===== src/rtl/ffba_pkg.sv =====
package ffba_pkg;

	// Default number of table entries.
	localparam int unsigned DEFAULT_MAX_BLOCKS = 16;

	// Bytes taken by the header in front of every user area.
	localparam logic [31:0] HEADER_BYTES = 32'd16;

	// Value of the heap limit register after reset.
	localparam logic [31:0] HEAP_LIMIT_RESET = 32'd65536;

	// Result status codes.
	typedef enum logic [2:0] {
		STAT_REUSED   = 3'd0,
		STAT_NEW      = 3'd1,
		STAT_MARKED   = 3'd2,
		STAT_RELEASED = 3'd3,
		STAT_ZERO     = 3'd4,
		STAT_NOSPACE  = 3'd5,
		STAT_FULL     = 3'd6,
		STAT_UNKNOWN  = 3'd7
	} status_t;

	// Request kinds.
	typedef enum logic {
		KIND_ALLOC = 1'b0,
		KIND_FREE  = 1'b1
	} kind_t;

	// Sequencer states.
	typedef enum logic [1:0] {
		FSM_IDLE,
		FSM_SCAN,
		FSM_DECIDE
	} fsm_state_t;

	// One entry of the block table.
	typedef struct packed {
		logic [31:0] start;
		logic [31:0] size;
		logic        is_free;
	} entry_t;

endpackage


===== src/rtl/first_fit_block_allocator.sv =====
// A zero-size allocate gives its result strobe in the cycle after start is taken; any
// other request goes to the decide state, through a table scan unless the table is empty,
// and the strobe is registered from that state. The scan reads at most MAX_BLOCKS entries
// and stops at a hit or at the last entry, set by the one-entry-per-cycle read port of the block table memory.
// Throughput: a new start is taken in the cycle the result strobe is high.
// Reset (arst_n low) empties the table, clears the heap top and sets heap_limit to 65536.
module first_fit_block_allocator
	import ffba_pkg::*;
#(
	parameter int unsigned MAX_BLOCKS = DEFAULT_MAX_BLOCKS
) (
	input  logic        clk,
	input  logic        arst_n,
	input  logic        start,
	output logic        busy,
	input  logic        kind,
	input  logic [31:0] request_size,
	input  logic [31:0] block_address,
	output logic        done,
	output logic [2:0]  status,
	output logic [31:0] user_address,
	output logic [31:0] granted_size,
	input  logic        heap_limit_we,
	input  logic [31:0] heap_limit_data
);

	localparam int unsigned IDX_W = $clog2(MAX_BLOCKS);
	localparam int unsigned CNT_W = $clog2(MAX_BLOCKS + 1);

	// Block table memory.
	entry_t mem [MAX_BLOCKS];

	fsm_state_t  state_q, state_nxt;
	logic [31:0] limit_q;
	logic [CNT_W-1:0] count_q, count_nxt;
	logic [31:0] top_q, top_nxt;

	// Request held for the whole operation.
	logic        kind_q;
	logic [31:0] req_q;
	logic [31:0] addr_q;

	// Scan pointer and read pipeline.
	logic [CNT_W-1:0] idx_q;
	logic             rd_v_s1;
	logic [CNT_W-1:0] rd_idx_s1;
	entry_t           rdata_s1;

	// Search result.
	logic             found_q;
	logic [CNT_W-1:0] hit_idx_q;
	entry_t           hit_entry_q;

	// Result registers.
	logic        done_q;
	status_t     status_q, status_nxt;
	logic [31:0] user_q, user_nxt;
	logic [31:0] size_q, size_nxt;

	logic        accept;
	logic        issue;
	logic        fit;
	logic        match;
	logic        hit;
	logic        rd_last;
	logic        mem_we;
	logic [IDX_W-1:0] mem_waddr;
	entry_t      mem_wdata;
	logic [33:0] need;
	logic        full;
	logic        nospace;
	logic        decide_done;

	assign busy   = (state_q != FSM_IDLE);
	assign accept = start && !busy;

	// Entry checks on the word read from the table.
	assign fit     = rdata_s1.is_free && (rdata_s1.size >= req_q);
	assign match   = ({1'b0, rdata_s1.start} + {1'b0, HEADER_BYTES}) == {1'b0, addr_q};
	assign hit     = rd_v_s1 && ((kind_q == KIND_FREE) ? match : fit);
	assign rd_last = rd_v_s1 && (rd_idx_s1 == (count_q - CNT_W'(1)));
	assign issue   = (state_q == FSM_SCAN) && (idx_q < count_q) && !hit;

	// Space check for a new block at the heap top.
	assign need    = {2'b00, top_q} + {2'b00, HEADER_BYTES} + {2'b00, req_q};
	assign nospace = need > {2'b00, limit_q};
	assign full    = (count_q == CNT_W'(MAX_BLOCKS));

	// Sequencer state register.
	always_ff @(posedge clk or negedge arst_n) begin
		if (!arst_n) begin
			state_q <= FSM_IDLE;
		end else begin
			state_q <= state_nxt;
		end
	end

	// Next state.
	always_comb begin
		state_nxt = state_q;
		case (state_q)
			FSM_IDLE: begin
				if (accept && !(kind == KIND_ALLOC && request_size == 32'd0)) begin
					state_nxt = (count_q == '0) ? FSM_DECIDE : FSM_SCAN;
				end
			end
			FSM_SCAN: begin
				if (hit || rd_last) begin
					state_nxt = FSM_DECIDE;
				end
			end
			FSM_DECIDE: begin
				state_nxt = FSM_IDLE;
			end
			default: begin
				state_nxt = FSM_IDLE;
			end
		endcase
	end

	// Decision and write-back for the finished search.
	always_comb begin
		mem_we     = 1'b0;
		mem_waddr  = hit_idx_q[IDX_W-1:0];
		mem_wdata  = hit_entry_q;
		count_nxt  = count_q;
		top_nxt    = top_q;
		status_nxt = STAT_UNKNOWN;
		user_nxt   = '0;
		size_nxt   = '0;
		if (kind_q == KIND_ALLOC) begin
			if (found_q) begin
				mem_we            = 1'b1;
				mem_wdata.is_free = 1'b0;
				status_nxt        = STAT_REUSED;
				user_nxt          = hit_entry_q.start + HEADER_BYTES;
				size_nxt          = hit_entry_q.size;
			end else if (full) begin
				status_nxt = STAT_FULL;
			end else if (nospace) begin
				status_nxt = STAT_NOSPACE;
			end else begin
				mem_we            = 1'b1;
				mem_waddr         = count_q[IDX_W-1:0];
				mem_wdata.start   = top_q;
				mem_wdata.size    = req_q;
				mem_wdata.is_free = 1'b0;
				count_nxt         = count_q + CNT_W'(1);
				top_nxt           = need[31:0];
				status_nxt        = STAT_NEW;
				user_nxt          = top_q + HEADER_BYTES;
				size_nxt          = req_q;
			end
		end else if (found_q && !hit_entry_q.is_free) begin
			size_nxt = hit_entry_q.size;
			if (hit_idx_q == (count_q - CNT_W'(1))) begin
				count_nxt  = hit_idx_q;
				top_nxt    = hit_entry_q.start;
				status_nxt = STAT_RELEASED;
			end else begin
				mem_we            = 1'b1;
				mem_wdata.is_free = 1'b1;
				status_nxt        = STAT_MARKED;
			end
		end
	end

	assign decide_done = (state_q == FSM_DECIDE);

	// Table memory: one write port, one registered read port.
	always_ff @(posedge clk) begin
		if (decide_done && mem_we) begin
			mem[mem_waddr] <= mem_wdata;
		end
		rdata_s1 <= mem[idx_q[IDX_W-1:0]];
	end

	// Control registers.
	always_ff @(posedge clk or negedge arst_n) begin
		if (!arst_n) begin
			limit_q <= HEAP_LIMIT_RESET;
			count_q <= '0;
			top_q   <= '0;
			idx_q   <= '0;
			rd_v_s1 <= 1'b0;
			found_q <= 1'b0;
			done_q  <= 1'b0;
		end else begin
			if (heap_limit_we) begin
				limit_q <= heap_limit_data;
			end
			rd_v_s1 <= issue;
			done_q  <= decide_done || (accept && kind == KIND_ALLOC && request_size == 32'd0);
			if (accept) begin
				idx_q   <= '0;
				found_q <= 1'b0;
			end else begin
				if (issue) begin
					idx_q <= idx_q + CNT_W'(1);
				end
				if (hit) begin
					found_q <= 1'b1;
				end
			end
			if (decide_done) begin
				count_q <= count_nxt;
				top_q   <= top_nxt;
			end
		end
	end

	// Request, search and result payload registers.
	always_ff @(posedge clk) begin
		rd_idx_s1 <= idx_q;
		if (accept) begin
			kind_q <= kind;
			req_q  <= request_size;
			addr_q <= block_address;
		end
		if (hit) begin
			hit_idx_q   <= rd_idx_s1;
			hit_entry_q <= rdata_s1;
		end
		if (decide_done) begin
			status_q <= status_nxt;
			user_q   <= user_nxt;
			size_q   <= size_nxt;
		end else if (accept) begin
			status_q <= STAT_ZERO;
			user_q   <= '0;
			size_q   <= '0;
		end
	end

	assign done         = done_q;
	assign status       = status_q;
	assign user_address = user_q;
	assign granted_size = size_q;

	// The table never holds more entries than it has room for.
	a_count_range: assert property (@(posedge clk) disable iff (!arst_n)
		count_q <= CNT_W'(MAX_BLOCKS))
		else $error("block count above table depth");

	// A new block adds exactly one table entry.
	a_new_grows: assert property (@(posedge clk) disable iff (!arst_n)
		(done_q && status_q == STAT_NEW) |-> (count_q == $past(count_q) + CNT_W'(1)))
		else $error("new block did not grow the table");

	// Only granted blocks carry a user address.
	a_addr_zero: assert property (@(posedge clk) disable iff (!arst_n)
		(done_q && status_q != STAT_REUSED && status_q != STAT_NEW) |-> (user_q == '0))
		else $error("user address set without a grant");

	// A taken request either starts work or finishes at once.
	a_accept_progress: assert property (@(posedge clk) disable iff (!arst_n)
		accept |=> (busy || done_q))
		else $error("accepted request dropped");

	// The heap top only moves when an operation completes.
	a_top_stable: assert property (@(posedge clk) disable iff (!arst_n)
		!decide_done |=> $stable(top_q))
		else $error("heap top moved outside write-back");

endmodule


===== config.mk =====
export PLATFORM = sky130hd
export DESIGN_NAME = first_fit_block_allocator
export DESIGN_NICKNAME = d
export VERILOG_FILES = /design/src/rtl/ffba_pkg.sv /design/src/rtl/first_fit_block_allocator.sv
export SDC_FILE = /design/constraint.sdc
export NUM_CORES = 2
export LEC_CHECK = 0
export ABC_AREA = 1
export BUFFER_PORTS_ARGS = -buffer_cell sky130_fd_sc_hd__buf_2
export CAP_MARGIN = 15
export CELL_PAD_IN_SITES_DETAIL_PLACEMENT = 1
export CELL_PAD_IN_SITES_GLOBAL_PLACEMENT = 1
export CORE_ASPECT_RATIO = 1.4
export CORE_MARGIN = 2
export CORE_UTILIZATION = 55
export DETAILED_ROUTE_END_ITERATION = 7
export PLACE_DENSITY_LB_ADDON = 0.1
export RECOVER_POWER = 50
export SLEW_MARGIN = 0
export SYNTH_ARGS = -nofsm -noshare
export SYNTH_HDL_FRONTEND = slang
export SYNTH_SLANG_ARGS = --single-unit
export TNS_END_PERCENT = 10

===== constraint.sdc =====
create_clock -name clk -period 16.38 [get_ports clk]
set_input_delay 1.638 -clock clk [delete_from_list [all_inputs] [get_ports clk]]
set_output_delay 1.638 -clock clk [all_outputs]
set_load 0.01 [all_outputs]

==> flow_summary.yaml <==
synth:
  syn-cell-area_um2: 59590
  synth_top_cell_by_area: "edfxtp_1"
  synth-adder-area-share: 0.02910
  synth_top_family_by_area: "simple AND/OR/NAND/NOR gates"
  async_reset_ff_frac: 0.05679
  yosys_warnings: 0
  synthCells: 4985
  synth-simple-area-share: 0.1284
  synth_fp_nets: 5224
  yosysSeqAreaShare: 0.6826
  ys_types: 63
  synth_compound_gate_area_share: 0.09660
  synthMuxAreaShare: 0.01883
  ys_ff_latch: 1391
  synth_top_area_share: 0.6259
  synthXorXnorAreaFrac: 0.01088
  ys.flop_type: "edfxtp_1"
  synthTopCellsByArea: "edfxtp_1 (63%), nand2_1 (4.8%), nor2_1 (4.6%), o21ai_0 (3.4%), dfrtp_1 (3.3%)"
  synth_edf_count: 1242
  postSynthAreaPerCell_um2: 11.95
clocking:
  cts.sinks: 1391
  clkSlewWorstSetupHoldPaths_ns: 0.06
  worstSkewPairLatency_ns: 0.79
  cts_tree: "yes"
  postCtsHoldBufs: 0
  cts_resized: 0
  root_buffer: "clkbuf_16"
  cts_buffers: 136
  cts_setup_buffers: 0
  cts_max_level: 4
  cts_max_path_buffers: 3
status:
  violations: "capacitance limit, slew limit"
  run_status: "complete, but fails checks"
critical_path:
  critPathKind: "reg -> reg"
  crit_fanout: 44
  worstPathArrival_ns: 10.82
  max_stage_delay_ns: 1.99
  cp_common_cell: "nand2_1"
  regToRegEndpoint: "mem[9][29]"
  r2r_start: "req_q[24]"
  r2r_slack_ns: 6.04
  critical_path.top_delay_family: "simple AND/OR/NAND/NOR gates"
  worstSetupStartpointType: "flop"
  crit_required_ns: 16.85
  end_kind: "flop"
  cp_cell_sequence: "ha_1 > ha_1 > a21oi_1 > o21ai_0 > a21oi_1 > nand3_1 > a21oi_1 > xnor2_1 > ha_1 > nand2_1 > nor2_1 > a211oi_1 > nand2_1 > nand2_1 > nand2_1 > nand2_1 > nand3_1 > clkinv_1 > clkbuf_1 > nand2_1 > nand2_1"
  worst-path-buf-inv: 2
  cp_slowest_cell: "clkbuf_1"
  r2r_cells: 21
timing:
  post-route-period-util: 0.6316
  setup_violations: 0
  grt_setup_unrepaired: "false"
  slew-limit-headroom: -2.036
  finalHoldViolCount: 0
  min_period_ns: 10.34
  fin_setup_tns_ns: 0
  slew_viol_final: 1366
  fmax_mhz: 96.67
  worst_pin_slew_ns: 4.555
  final.setup_skew_ns: 0.03839
global_routing:
  grt-busiest-layer: "met2"
  grt_antenna_before_repair: 14
  grtUsageMet1: 0.4285
  grt_pass1_vias: 44110
  grt-ovfl-total: 0
  grt_max_degree: 197
  grtUsageTotal: 0.3500
  globalRouteMet2Util: 0.5920
  grt.met3_usage: 0.05726
  grt_pass1_wl_mm: 283.1
power_and_ir_drop:
  total_power_mw: 7.138
  max-vdd-ir-drop_mv: 0.1311
  power_density_nw_per_um2: 108.1
  leakage_nw: 23.28
floorplan:
  initial_core_util: 0.5553
  die_area_um2: 111000
  die_x_um: 282.2
  core_area_um2: 107300
  die_h_um: 393.5
  ios: 170
  core.rowCount: 142
layout:
  nNetsFinal: 5341
  layout_commonest_cell: "edfxtp_1"
  fill_cells: 10850
  post-route-util: 0.6152
  drive_gt1_frac: 0.07266
  largest_register_ffs: 1040
  regMostFlops: "mem"
  areaGrowthSynthToFinish_pct: 10.79
  top_regs: "mem: 1040 flops, hit_entry_q: 65 flops, rdata_s1: 65 flops"
  final_cell_mix: "edfxtp_1 (1,242), nand2_1 (767), nor2_1 (727)"
hold_path:
  hold_class: "reg -> reg"
  min_to: "hit_entry_q[1]"
  holdCritStartpoint: "rdata_s1[1]"
  hold_depth: 0
routing:
  via_count: 41930
  ant_nets: 0
  vias_per_cell: 6.298
  drt-total-wl_mm: 193.4
  drcViolationCount: 0
  routedWlPerCell_um: 29.06
  drt-pass1-iter-count: 5
  initialDrtViolationCount: 3892
job:
  cap_viol_max_count: 35
place:
  dp_hpwl_mm: 124.5
  gp_congestion: 0.9502
  io_buffers: 169
==> Yosys cell counts, drive strengths merged (31+ instances only) <==
cell       n
o21ai    441
edfxtp  1242
dfrtp     78
xor2      49
buf       56
ha       137
inv      256
mux2i    111
o221ai   106
a21oi    146
nand2    783
clkbuf   198
dfxtp     70
nand3    215
o211ai    31
nor2     745
o32ai    154
nand4     42
==> cells by family (layout without fill, tap and decap cells) <==
kind of cell    Yosys count  after routing
flops                  1391           1391
buf+inv                 511            742
other cells               0              1
simple gates           1848           1848
mux                     112            112
fa+ha+maj               138            138
compound gates          911            911
xor+xnor                 74             74
==> power by group <==
group          internal [mW]  switching (mW)
clock                   1.83            1.37
sequential              3.84         0.00330
combinational         0.0226          0.0733
==> worst max path at each step <==
| stage | endpoint | from | cells after the start | slack, ns |
|---|---|---|---|---|
| floorplan | mem[11][0] | top_q[5] | 26 | 9.41 |
| global placement | mem[15][12] | top_q[11] | 24 | 8.81 |
| detailed placement | mem[15][12] | top_q[11] | 27 | 8.76 |
| CTS | mem[15][2] | req_q[24] | 23 | 8.72 |
| global route | rdata_s1[32] | idx_q[1] | 7 | 5.20 |
| finish | mem[9][29] | req_q[24] | 21 | 6.04 |
==> worst reg2reg max path, delay by kind of cell (launching register included) <==
kind / cells / cell delay [ns]
AO/OA/AOI/OAI: 5 / 1.16
adder cells (fa/ha/maj): 3 / 1.07
flip-flops: 1 / 0.66
AND/OR/NAND/NOR: 10 / 4.66
XOR/XNOR: 1 / 0.23
buffers and inverters: 2 / 2.25
==> metal layers <==
layer | vias up | routed length (µm)
met5 | - | 82
met4 | 16 | 11320
met3 | 525 | 14120
met2 | 1855 | 96440
met1 | 21280 | 71490
li1 | 18250 | -
==> final cells by class <==
class | instances | area [µm²] | share of cell area
diodes | 1 | 2.502 | 0.00003790
clock buffers | 174 | 3754 | 0.05686
clock inverters | 78 | 759.5 | 0.01150
inverters | 257 | 977.2 | 0.01480
multi-input cells | 3083 | 16930 | 0.2564
flip-flops and latches | 1391 | 40680 | 0.6161
well taps | 1440 | 1802 | 0.02729
repair buffers | 233 | 1124 | 0.01702
==> through the flow <==
| stage | worst slack [ns] | area (µm²) | cells | hold WS, ns |
|---|---|---|---|---|
| finish | 6.035 | 66020 | 6657 | 0.4366 |
| CTS | 8.723 | 66430 | 6655 | 0.4339 |
| global route | 5.199 | 66020 | 6656 | 0.4511 |
| detailed placement | 8.763 | 61920 | 6403 | 0.4203 |
| global placement | 8.807 | 61920 | 6403 | 0.4188 |
| floorplan | 9.410 | 59590 | 4985 | 0.3684 |
Note: power is estimated with default switching activity, not from simulation.
